[src/rtl/tlgr_pkg.sv]
// Shared types, constants and font table of the text line glyph renderer.
package tlgr_pkg;

    localparam int LINE_COLUMNS = 128;
    localparam int GLYPH_WIDTH  = 5;
    localparam int CELL_WIDTH   = GLYPH_WIDTH + 1;
    localparam int LAST_FIT     = LINE_COLUMNS - CELL_WIDTH;
    localparam int GLYPH_COUNT  = 41;
    localparam int QUEUE_DEPTH  = 4;

    localparam logic [7:0] PAGE_CMD_BASE = 8'hB0;
    localparam logic [7:0] COL_LOW_CMD   = 8'h00;
    localparam logic [7:0] COL_HIGH_CMD  = 8'h10;

    localparam logic [1:0] ACT_START = 2'd0;
    localparam logic [1:0] ACT_CHAR  = 2'd1;
    localparam logic [1:0] ACT_END   = 2'd2;

    typedef struct packed {
        logic [1:0] action;
        logic [2:0] page;
        logic [7:0] char_code;
    } item_t;

    typedef struct packed {
        logic [7:0] out_byte;
        logic       is_data;
        logic [7:0] repeat_count;
        logic       last;
    } result_t;

    typedef enum logic [1:0] {
        CMD_START,
        CMD_CHAR,
        CMD_END
    } cmd_kind_t;

    typedef struct packed {
        cmd_kind_t  kind;
        logic [2:0] page;
        logic [5:0] glyph;
        logic [7:0] rest;
    } cmd_t;

    localparam logic [7:0] FONT_ROM [0:GLYPH_COUNT-1][0:GLYPH_WIDTH-1] = '{
        '{8'h00,8'h00,8'h00,8'h00,8'h00}, '{8'h08,8'h08,8'h3E,8'h08,8'h08},
        '{8'h08,8'h08,8'h08,8'h08,8'h08}, '{8'h00,8'h60,8'h60,8'h00,8'h00},
        '{8'h00,8'h36,8'h36,8'h00,8'h00},
        '{8'h3E,8'h51,8'h49,8'h45,8'h3E}, '{8'h00,8'h42,8'h7F,8'h40,8'h00},
        '{8'h42,8'h61,8'h51,8'h49,8'h46}, '{8'h21,8'h41,8'h45,8'h4B,8'h31},
        '{8'h18,8'h14,8'h12,8'h7F,8'h10}, '{8'h27,8'h45,8'h45,8'h45,8'h39},
        '{8'h3C,8'h4A,8'h49,8'h49,8'h30}, '{8'h01,8'h71,8'h09,8'h05,8'h03},
        '{8'h36,8'h49,8'h49,8'h49,8'h36}, '{8'h06,8'h49,8'h49,8'h29,8'h1E},
        '{8'h7E,8'h11,8'h11,8'h11,8'h7E}, '{8'h7F,8'h49,8'h49,8'h49,8'h36},
        '{8'h3E,8'h41,8'h41,8'h41,8'h22}, '{8'h7F,8'h41,8'h41,8'h22,8'h1C},
        '{8'h7F,8'h49,8'h49,8'h49,8'h41}, '{8'h7F,8'h09,8'h09,8'h09,8'h01},
        '{8'h3E,8'h41,8'h49,8'h49,8'h7A}, '{8'h7F,8'h08,8'h08,8'h08,8'h7F},
        '{8'h00,8'h41,8'h7F,8'h41,8'h00}, '{8'h20,8'h40,8'h41,8'h3F,8'h01},
        '{8'h7F,8'h08,8'h14,8'h22,8'h41}, '{8'h7F,8'h40,8'h40,8'h40,8'h40},
        '{8'h7F,8'h02,8'h0C,8'h02,8'h7F}, '{8'h7F,8'h04,8'h08,8'h10,8'h7F},
        '{8'h3E,8'h41,8'h41,8'h41,8'h3E}, '{8'h7F,8'h09,8'h09,8'h09,8'h06},
        '{8'h3E,8'h41,8'h51,8'h21,8'h5E}, '{8'h7F,8'h09,8'h19,8'h29,8'h46},
        '{8'h46,8'h49,8'h49,8'h49,8'h31}, '{8'h01,8'h01,8'h7F,8'h01,8'h01},
        '{8'h3F,8'h40,8'h40,8'h40,8'h3F}, '{8'h1F,8'h20,8'h40,8'h20,8'h1F},
        '{8'h3F,8'h40,8'h38,8'h40,8'h3F}, '{8'h63,8'h14,8'h08,8'h14,8'h63},
        '{8'h07,8'h08,8'h70,8'h08,8'h07}, '{8'h61,8'h51,8'h49,8'h45,8'h43}
    };

    // Character code to glyph slot; anything outside the set maps to blank.
    function automatic logic [5:0] font_index(input logic [7:0] code);
        logic [5:0] idx;
        idx = 6'd0;
        if (code == 8'h2B)
            idx = 6'd1;
        else if (code == 8'h2D)
            idx = 6'd2;
        else if (code == 8'h2E)
            idx = 6'd3;
        else if (code == 8'h3A)
            idx = 6'd4;
        else if (code >= 8'h30 && code <= 8'h39)
            idx = 6'(code - 8'h30) + 6'd5;
        else if (code >= 8'h41 && code <= 8'h5A)
            idx = 6'(code - 8'h41) + 6'd15;
        return idx;
    endfunction

    function automatic logic [7:0] font_column_byte(input logic [5:0] glyph,
                                                    input logic [2:0] col);
        logic [7:0] b;
        b = 8'h00;
        if (int'(glyph) < GLYPH_COUNT && int'(col) < GLYPH_WIDTH)
            b = FONT_ROM[glyph][col];
        return b;
    endfunction

endpackage

[src/rtl/tlgr_front.sv]
// Front end: accepts items, keeps the column position, queues commands.
module tlgr_front (
    input  logic             clk,
    input  logic             rst_n,
    input  tlgr_pkg::item_t  item,
    input  logic             push,
    output logic             full,
    output tlgr_pkg::cmd_t   cmd,
    output logic             cmd_push,
    input  logic             cmd_full
);

    logic [7:0] column_pos_reg;
    logic [7:0] column_pos_next;
    logic       accept;

    assign accept = push && !cmd_full;
    assign full   = cmd_full;

    always_ff @(posedge clk or negedge rst_n)
    begin
        if (!rst_n)
            column_pos_reg <= 8'd0;
        else
            column_pos_reg <= column_pos_next;
    end

    always_comb
    begin
        column_pos_next = column_pos_reg;
        cmd_push        = 1'b0;
        cmd.kind        = tlgr_pkg::CMD_START;
        cmd.page        = item.page;
        cmd.glyph       = tlgr_pkg::font_index(item.char_code);
        cmd.rest        = 8'(tlgr_pkg::LINE_COLUMNS) - column_pos_reg;
        unique case (item.action)
            tlgr_pkg::ACT_START:
            begin
                cmd.kind = tlgr_pkg::CMD_START;
                if (accept)
                begin
                    cmd_push        = 1'b1;
                    column_pos_next = 8'd0;
                end
            end
            tlgr_pkg::ACT_CHAR:
            begin
                cmd.kind = tlgr_pkg::CMD_CHAR;
                // characters past the last full cell are dropped
                if (accept && column_pos_reg <= 8'(tlgr_pkg::LAST_FIT))
                begin
                    cmd_push        = 1'b1;
                    column_pos_next = column_pos_reg + 8'(tlgr_pkg::CELL_WIDTH);
                end
            end
            tlgr_pkg::ACT_END:
            begin
                cmd.kind = tlgr_pkg::CMD_END;
                if (accept && column_pos_reg < 8'(tlgr_pkg::LINE_COLUMNS))
                begin
                    cmd_push        = 1'b1;
                    column_pos_next = 8'(tlgr_pkg::LINE_COLUMNS);
                end
            end
            default:
            begin
                cmd.kind = tlgr_pkg::CMD_START;
            end
        endcase
    end

endmodule

[src/rtl/tlgr_queue.sv]
// Short command queue between front and back ends.
module tlgr_queue (
    input  logic            clk,
    input  logic            rst_n,
    input  tlgr_pkg::cmd_t  din,
    input  logic            push,
    output logic            full,
    output tlgr_pkg::cmd_t  dout,
    input  logic            pop,
    output logic            empty
);

    localparam int PW = $clog2(tlgr_pkg::QUEUE_DEPTH);

    tlgr_pkg::cmd_t mem [tlgr_pkg::QUEUE_DEPTH];
    logic [PW-1:0]  wr_ptr_reg;
    logic [PW-1:0]  rd_ptr_reg;
    logic [PW:0]    count_reg;
    logic           do_push;
    logic           do_pop;

    assign full    = count_reg == (PW+1)'(tlgr_pkg::QUEUE_DEPTH);
    assign empty   = count_reg == '0;
    assign do_push = push && !full;
    assign do_pop  = pop && !empty;
    assign dout    = mem[rd_ptr_reg];

    always_ff @(posedge clk)
    begin
        if (do_push)
            mem[wr_ptr_reg] <= din;
    end

    always_ff @(posedge clk or negedge rst_n)
    begin
        if (!rst_n)
        begin
            wr_ptr_reg <= '0;
            rd_ptr_reg <= '0;
            count_reg  <= '0;
        end
        else
        begin
            if (do_push)
                wr_ptr_reg <= wr_ptr_reg + 1'b1;
            if (do_pop)
                rd_ptr_reg <= rd_ptr_reg + 1'b1;
            if (do_push && !do_pop)
                count_reg <= count_reg + 1'b1;
            else if (do_pop && !do_push)
                count_reg <= count_reg - 1'b1;
        end
    end

endmodule

[src/rtl/tlgr_back.sv]
// Back end: steps through each queued command and emits its result bytes.
module tlgr_back (
    input  logic               clk,
    input  logic               rst_n,
    input  tlgr_pkg::cmd_t     cmd,
    input  logic               cmd_empty,
    output logic               cmd_pop,
    output tlgr_pkg::result_t  result,
    output logic               empty,
    input  logic               pop
);

    logic [2:0]         step_reg;
    logic [2:0]         step_next;
    logic               out_valid_reg;
    tlgr_pkg::result_t  out_reg;
    tlgr_pkg::result_t  res;
    logic               load;
    logic               final_step;

    assign load    = !cmd_empty && (!out_valid_reg || pop);
    assign cmd_pop = load && final_step;
    assign result  = out_reg;
    assign empty   = !out_valid_reg;

    always_comb
    begin
        res.out_byte     = 8'h00;
        res.is_data      = 1'b1;
        res.repeat_count = 8'd1;
        res.last         = 1'b0;
        final_step       = 1'b0;
        unique case (cmd.kind)
            tlgr_pkg::CMD_START:
            begin
                res.is_data = 1'b0;
                if (step_reg == 3'd0)
                    res.out_byte = tlgr_pkg::PAGE_CMD_BASE + {5'd0, cmd.page};
                else if (step_reg == 3'd1)
                    res.out_byte = tlgr_pkg::COL_LOW_CMD;
                else
                begin
                    res.out_byte = tlgr_pkg::COL_HIGH_CMD;
                    final_step   = 1'b1;
                end
            end
            tlgr_pkg::CMD_CHAR:
            begin
                // five glyph columns, then the blank spacer
                if (step_reg == 3'(tlgr_pkg::GLYPH_WIDTH))
                    final_step = 1'b1;
                else
                    res.out_byte = tlgr_pkg::font_column_byte(cmd.glyph, step_reg);
            end
            tlgr_pkg::CMD_END:
            begin
                res.repeat_count = cmd.rest;
                final_step       = 1'b1;
            end
            default:
            begin
                final_step = 1'b1;
            end
        endcase
        res.last  = final_step;
        step_next = final_step ? 3'd0 : step_reg + 3'd1;
    end

    always_ff @(posedge clk or negedge rst_n)
    begin
        if (!rst_n)
        begin
            step_reg      <= 3'd0;
            out_valid_reg <= 1'b0;
        end
        else
        begin
            if (load)
            begin
                step_reg      <= step_next;
                out_valid_reg <= 1'b1;
            end
            else if (pop)
                out_valid_reg <= 1'b0;
        end
    end

    always_ff @(posedge clk)
    begin
        if (load)
            out_reg <= res;
    end

endmodule

[src/rtl/text_line_glyph_renderer.sv]
// Top level of the text line glyph renderer: front end, command queue, back end.
// Path: with the back end idle, an accepted request passes through its queue entry and then the output register.
// Throughput: one result byte per cycle from the back end while commands are queued and the receiver
//   pops; a character request gives six bytes, a start three and an end one.
// Requests enter while earlier ones are still draining through the queue.
// Reset: asynchronous, active low; clears column position, queue and output.
module text_line_glyph_renderer (
    input  logic               clk,
    input  logic               rst_n,
    input  tlgr_pkg::item_t    item,
    input  logic               push,
    output logic               full,
    output tlgr_pkg::result_t  result,
    output logic               empty,
    input  logic               pop
);

    // Command handed from the front end to the queue.
    tlgr_pkg::cmd_t  front_cmd;
    logic            front_push;
    logic            q_full;

    // Queue head seen by the back end.
    tlgr_pkg::cmd_t  head_cmd;
    logic            q_empty;
    logic            q_pop;

    // Front: decides whether a request produces anything and tracks the column.
    tlgr_front u_front (
        .clk      (clk),
        .rst_n    (rst_n),
        .item     (item),
        .push     (push),
        .full     (full),
        .cmd      (front_cmd),
        .cmd_push (front_push),
        .cmd_full (q_full)
    );

    // Queue: decouples request intake from byte output.
    tlgr_queue u_queue (
        .clk   (clk),
        .rst_n (rst_n),
        .din   (front_cmd),
        .push  (front_push),
        .full  (q_full),
        .dout  (head_cmd),
        .pop   (q_pop),
        .empty (q_empty)
    );

    // Back: expands each command into result bytes through an output register.
    tlgr_back u_back (
        .clk       (clk),
        .rst_n     (rst_n),
        .cmd       (head_cmd),
        .cmd_empty (q_empty),
        .cmd_pop   (q_pop),
        .result    (result),
        .empty     (empty),
        .pop       (pop)
    );

endmodule

[config.mk]
export PLATFORM = sky130hd
export DESIGN_NAME = text_line_glyph_renderer
export DESIGN_NICKNAME = d
export VERILOG_FILES = /design/src/rtl/tlgr_pkg.sv /design/src/rtl/tlgr_front.sv /design/src/rtl/tlgr_queue.sv /design/src/rtl/tlgr_back.sv /design/src/rtl/text_line_glyph_renderer.sv
export SDC_FILE = /design/constraint.sdc
export NUM_CORES = 1
export LEC_CHECK = 0
export ABC_AREA = 1
export BUFFER_PORTS_ARGS = -buffer_cell sky130_fd_sc_hd__buf_2
export CAP_MARGIN = 20
export CORE_AREA = 5 5 123 125
export DETAILED_ROUTE_END_ITERATION = 6
export DIE_AREA = 0 0 128 130
export HOLD_SLACK_MARGIN = 0.08
export PLACE_DENSITY = 0.67
export SYNTH_ARGS = -nofsm -noshare
export SYNTH_HDL_FRONTEND = slang
export SYNTH_SLANG_ARGS = --single-unit
[constraint.sdc]
create_clock -name clk -period 8.6 [get_ports clk]
set_clock_uncertainty 0.05 [all_clocks]
set_input_delay 0.86 -clock clk [delete_from_list [all_inputs] [get_ports clk]]
set_output_delay 0.86 -clock clk [all_outputs]
set_load 0.03 [all_outputs]
==> results of run 1 <==
==> cells in the mapped netlist (all sizes together) (2+ instances only) <==
cell | number | area [um2]
nand2 | 237 | 917
a31oi | 3 | 18.8
o22ai | 3 | 18.8
buf | 23 | 168
edfxtp | 90 | 2700
nor3 | 10 | 61.3
nand3b | 2 | 15.0
a21oi | 46 | 230
ha | 31 | 388
dfrtp | 18 | 450
o31ai | 3 | 22.5
o2111ai | 2 | 17.5
o21a | 2 | 15.0
nor2 | 92 | 363
nand4 | 5 | 31.3
nand3 | 85 | 430
inv | 82 | 308
clkbuf | 8 | 30.0
o211ai | 14 | 105
o21ai | 74 | 374
xor2 | 8 | 70.1
==> layout make-up <==
| class | instances | area share [%] |
|---|---|---|
| tap | 180 | 3.03 |
| inverter | 83 | 4.19 |
| clock buffer | 11 | 3.71 |
| timing repair buffer | 44 | 3.23 |
| sequential | 108 | 42.5 |
| multi-input combinational | 626 | 42.7 |
| clock inverter | 5 | 0.724 |
==> power breakdown <==
part / internal, mW / switching [mW] / total, mW
combinational: 0.527 / 1.40 / 1.93
clock: 0.239 / 0.193 / 0.433
sequential: 0.712 / 0.0470 / 0.759
==> layer usage <==
layer	vias to the layer above	track usage (%)	share of wire [%]
met1	2787	29.5	43
met2	328	34.7	44
li1	2908	-	-
met4	0	10.4	4.2
met5	-	0	0
met3	64	4.05	8.2
==> worst reg2reg max path: stages, from the launching register on <==
cell	delay (ns)
dfrtp_1	0.36
buf_4	0.25
inv_2	0.51
nand2_1	0.17
nand3_1	0.10
nand2_1	0.46
nor2_2	0.51
nand2_1	0.09
o21ai_0	0.18
a21oi_1	0.15
o21ai_0	0.19
nand2_1	0.09
nor2_1	0.10
a21oi_1	0.07
==> how the worst max path moves through the flow <==
stage | startpoint | end | slack (ns) | depth (start not counted)
2_1_floorplan | pop | u_queue.count_reg[1] | 5.26 | 8
3_3_place_gp | u_queue.rd_ptr_reg[0] | u_back.result[13] | 5.14 | 16
3_5_place_dp | u_queue.rd_ptr_reg[0] | u_back.result[11] | 5.18 | 18
4_1_cts | u_queue.rd_ptr_reg[0] | u_back.result[11] | 5.17 | 18
5_1_grt | u_queue.rd_ptr_reg[0] | u_back.result[16] | 4.77 | 13
6_report | u_queue.rd_ptr_reg[0] | u_back.result[16] | 5.08 | 13
==> per-stage QoR <==
stage          util [%]  hold slack (ns)
5_1_grt            53.9            0.441
2_1_floorplan         -            0.458
4_1_cts            53.9            0.429
3_5_place_dp       51.5            0.497
3_3_place_gp       51.5            0.491
6_report           53.9            0.412
==> logic make-up after synthesis <==
| family | Yosys count | share of synthesized area (%) |
|---|---|---|
| simple gates | 434 | 26.9 |
| buf+inv | 114 | 7.46 |
| flops | 108 | 46.2 |
| xor+xnor | 9 | 1.16 |
| fa+ha+maj | 32 | 5.98 |
| compound gates | 151 | 12.3 |
==> flow_metrics.env, run 1 <==
export IMPL_status="complete, no violations"
export IMPL_critPathMostFrequentCell="nand2_1"
export IMPL_grt_pass1_wl_mm=28.9
export IMPL_finalWeightedCongestion=1.07
export IMPL_critPathBufInv=2
export IMPL_power_density_nw_per_um2=420
export IMPL_peakVddDrop_v=0.000155
export IMPL_p_total_mw=3.12
export IMPL_setup_tns_ns=0
export IMPL_synth_async_sr_flop_share_pct=16.7
export IMPL_finalSetupViolCount=0
export IMPL_die_w_um=128
export IMPL_timing_fmax_mhz=284
export IMPL_syn_to_final_growth_pct=8.84
export IMPL_final_common_cell="nand2_1"
export IMPL_layout_cells_non_filler=1057
export IMPL_grtUsageTotal_pct=22.0
export IMPL_crit_path_start_kind="flop"
export IMPL_syn_avg_cell_area_um2=8.05
export IMPL_synthCells=848
export IMPL_setup_slack_ns=5.08
export IMPL_htreeDepth=3
export IMPL_grt_pass1_vias=5687
export IMPL_end_kind="flop"
export IMPL_syn_nets=897
export IMPL_tritoncts="yes"
export IMPL_routed_wl_mm=18.0
export IMPL_die_h_um=130
export IMPL_antenna_found_initial=0
export IMPL_dpl_hpwl_mm=12.7
export IMPL_post_place_ws_ns=5.18
export IMPL_first_iter_violations=763
export IMPL_ys_warn_count=0
export IMPL_cts_setup_buffers=0
export IMPL_slowest_delay_ns=0.50
export IMPL_critPathTopFamily="simple AND/OR/NAND/NOR gates"
export IMPL_antenna_cells=0
export IMPL_path_cells="buf_4 -> inv_2 -> nand2_1 -> nand3_1 -> nand2_1 -> nor2_2 -> nand2_1 -> o21ai_0 -> a21oi_1 -> o21ai_0 -> nand2_1 -> nor2_1 -> a21oi_1"
export IMPL_rsz0062_at_grt="no"
export IMPL_critPathKind="reg -> reg"
export IMPL_finalHoldViolations=0
export IMPL_io_buffers=36
export IMPL_drc_errors=0
export IMPL_fillerInstances=1325
export IMPL_nets=921
export IMPL_maxSlewHeadroom_pct=48.4
export IMPL_routedWlPerCell_um=17.0
export IMPL_syn_cell_area_um2=6820
export IMPL_yosys_most_used_dff="edfxtp_1"
export IMPL_maxCapViolations=0
export IMPL_synth_seq_cells=108
export IMPL_rr_worst_depth=13
export IMPL_fin_area_um2=7430
export IMPL_dp_cells=1041
export IMPL_cts_made_buffers=9
export IMPL_cts_repair_resized=0
export IMPL_reg2reg_from="u_queue.rd_ptr_reg[0]"
export IMPL_min_period_ns=3.52
export IMPL_hp_class="in -> async"
export IMPL_final_cell_mix="nand2_1, edfxtp_1, nor2_1"
export IMPL_largest_reg_flops=72
export IMPL_num_io_pins=37
export IMPL_die_area_um2=16600
export IMPL_worstMarginPinSlew_ns=0.772
export IMPL_grt_remaining_overflow=0
export IMPL_r2r_end="u_back.result[16]"
export IMPL_ff2ff_setup_slack_ns=5.08
export IMPL_cts_root_buffer="clkbuf_16"
export IMPL_cts_hold_buf=0
export IMPL_path_clk_slew_ns=0.07
export IMPL_vias=6087
export IMPL_first_pass_iters=6
export IMPL_grt_max_degree=42
export IMPL_crit_fanout=41
export IMPL_clockBufferDepth=2
export IMPL_drv_slew=0
export IMPL_drive_gt1_share_pct=9.58
export IMPL_required_ns=8.64
export IMPL_regArea_um2=3150
export IMPL_synth_edf_count=90
export IMPL_viasPerCell=5.76
export IMPL_seq_area_frac_synth_pct=46.2
export IMPL_clock_sinks=108
export IMPL_initial_core_util_pct=49.5
export IMPL_clk_latency_ns=0.35
export IMPL_ys_types=43
export IMPL_power_leakage_nw=3.26
export IMPL_period_share_pct=41.0
export IMPL_multi_input_area_um2=3170
export IMPL_postRouteAntennaNets=0
export IMPL_place_area_um2=7100
export IMPL_rows=43
export IMPL_coreArea_um2=13800
export IMPL_cp_arrival_ns=3.57
export IMPL_slowest_stage="inv_2"
Note: power is estimated with default switching activity, not from simulation.
==> run 2: changes to the inputs <==
- PLACE_DENSITY: 0.67 -> 0.69
- clock period: 8.6 -> 2.9 ns (I/O delays scaled with it)
==> run 2 against run 1 <==
Effect of this change: register-to-register slack worse by 4.9 ns; total power grew to 3.1 times the previous value; cell count is 3.2% higher; critical path depth up 1; worst setup slack got worse by 4.9 ns; combinational power grew to 3.1 times the previous value; clock-buffer cell count down 2; sequential power rose to 3.0 times the previous value; routed wire length down 0.99%; sequential share of layout area shrank 1.5 points; largest cell class unchanged.
==> flow_metrics.env, run 2 (synthesized netlist as in run 1, its figures left out) <==
export IMPL_status="complete, no violations"
export IMPL_maxCapViolations=0
export IMPL_nets=955
export IMPL_dp_cells=1072
export IMPL_syn_to_final_growth_pct=12.8
export IMPL_tritoncts="yes"
export IMPL_fin_area_um2=7700
export IMPL_hold_start="item[9]"
export IMPL_r2r_end="u_queue.count_reg[2]"
export IMPL_die_area_um2=16600
export IMPL_crit_end="u_queue.count_reg[2]"
export IMPL_slowest_delay_ns=0.46
export IMPL_min_period_ns=2.73
export IMPL_maxSlewHeadroom_pct=68.9
export IMPL_grt_pass1_wl_mm=28.8
export IMPL_switching_share_pct=51.5
export IMPL_htreeDepth=3
export IMPL_ff2ff_setup_slack_ns=0.17
export IMPL_clockBufferDepth=2
export IMPL_reg2reg_from="u_queue.rd_ptr_reg[0]"
export IMPL_p_total_mw=9.61
export IMPL_p_comb_share_pct=63.0
export IMPL_critPathBufInv=2
export IMPL_critPathTopFamily="simple AND/OR/NAND/NOR gates"
export IMPL_rows=43
export IMPL_antenna_found_initial=0
export IMPL_postRouteAntennaNets=0
export IMPL_end_kind="flop"
export IMPL_critPathKind="reg -> reg"
export IMPL_peakVddDrop_v=0.000482
export IMPL_clock_power_share_pct=13.4
export IMPL_vias=6127
export IMPL_grt_pass1_vias=5727
export IMPL_dpl_hpwl_mm=13.1
export IMPL_timing_fmax_mhz=366
export IMPL_sequentialPowerShare_pct=23.6
export IMPL_first_pass_iters=7
export IMPL_intPower_mw=4.66
export IMPL_viasPerCell=5.62
export IMPL_cts_root_buffer="clkbuf_16"
export IMPL_grt_remaining_overflow=0
export IMPL_fillerInstances=1277
export IMPL_hp_class="in -> reg"
export IMPL_routedWlPerCell_um=16.3
export IMPL_path_cells="buf_4 -> a21oi_1 -> o21ai_0 -> nand2_1 -> nand2_2 -> nor2_1 -> nor3_4 -> nand2_2 -> ha_1 -> inv_1 -> fa_1 -> a21oi_1 -> o21ai_1 -> xor2_1"
export IMPL_final_common_cell="nand2_1"
export IMPL_drv_slew=0
export IMPL_die_w_um=128
export IMPL_grtUsageTotal_pct=22.1
export IMPL_cts_made_buffers=9
export IMPL_grt_max_degree=26
export IMPL_worstMarginPinSlew_ns=0.466
export IMPL_rr_worst_depth=14
export IMPL_power_density_nw_per_um2=1250
export IMPL_finalWeightedCongestion=1.07
export IMPL_final_cell_mix="nand2_1, edfxtp_1, nor2_1"
export IMPL_drc_errors=0
export IMPL_first_iter_violations=846
export IMPL_cp_depth=14
export IMPL_io_buffers=36
export IMPL_slowest_stage="dfrtp_2"
export IMPL_power_leakage_nw=3.41
export IMPL_period_share_pct=94.2
export IMPL_drive_gt1_share_pct=13.5
export IMPL_place_area_um2=7330
export IMPL_clock_sinks=108
export IMPL_die_h_um=130
export IMPL_finalSetupViolCount=0
export IMPL_antenna_cells=0
export IMPL_crit_start="u_queue.rd_ptr_reg[0]"
export IMPL_crit_path_start_kind="flop"
export IMPL_initial_core_util_pct=49.5
export IMPL_p_sw_mw=4.94
export IMPL_required_ns=3.09
export IMPL_clk_latency_ns=0.36
export IMPL_finalHoldViolations=0
export IMPL_crit_fanout=8
export IMPL_layout_cells_non_filler=1091
export IMPL_largest_reg_flops=72
export IMPL_num_io_pins=37
export IMPL_routed_wl_mm=17.8
export IMPL_cp_arrival_ns=2.93
export IMPL_path_clk_slew_ns=0.08
export IMPL_coreArea_um2=13800
-- run 2: repair_timing --
action,4_1_cts,5_1_grt
setup endpoints to repair,0,9
hold endpoints to repair,19,0
setup buffers,0,1
hold buffers,2,0
gates resized for setup,0,15
-- run 2: worst min path at each step --
stage                      endpoint  slack, ns  cells past startpoint
5_1_grt          u_queue.mem[0][14]       0.09                      1
4_1_cts          u_queue.mem[0][15]       0.09                      1
3_5_place_dp   u_back.out_valid_reg       0.22                      1
6_report         u_queue.mem[2][15]        0.1                      1
3_3_place_gp   u_queue.count_reg[0]       0.22                      1
2_1_floorplan  u_back.out_valid_reg      -0.06                      0
-- run 2: power by group through the flow --
stage          Clock [mW]  Combinational [mW]  Sequential, mW
2_1_floorplan           0                4.01            2.51
3_3_place_gp            0                5.84            2.28
3_5_place_dp            0                5.79            2.29
4_1_cts              1.31                5.81            2.26
5_1_grt              1.37                6.66            2.29
6_report             1.29                6.06            2.26
-- run 2: per-layer routing --
metal	vias up	wire, um	global-route usage (%)
li1	2961	-	-
met1	2763	7770	30.2
met2	323	7840	33.7
met3	80	1450	4.63
met4	0	746	11.0
met5	-	0	0
-- run 2: area by class of cell --
cell class / instances / area, um2 / share of cell area, %
flip-flops and latches: 108 / 3160 / 41.0
well taps: 180 / 225 / 2.93
clock inverters: 7 / 92.6 / 1.20
inverters: 83 / 322 / 4.18
repair buffers: 78 / 500 / 6.50
multi-input cells: 626 / 3180 / 41.3
clock buffers: 9 / 225 / 2.93
-- run 2: metrics by stage --
| stage | hold slack, ns | worst slack, ns | utilization, % | TNS [ns] |
|---|---|---|---|---|
| after global placement | 0.218 | 0.0965 | 53.2 | 0 |
| after detailed placement | 0.216 | 0.0448 | 53.2 | 0 |
| final | 0.0963 | 0.169 | 55.9 | 0 |
| after CTS | 0.0873 | 0.0300 | 55.7 | 0 |
| after global routing | 0.0916 | -0.00288 | 55.9 | -0.00288 |
| after floorplan | -0.0556 | 0.114 | - | 0 |
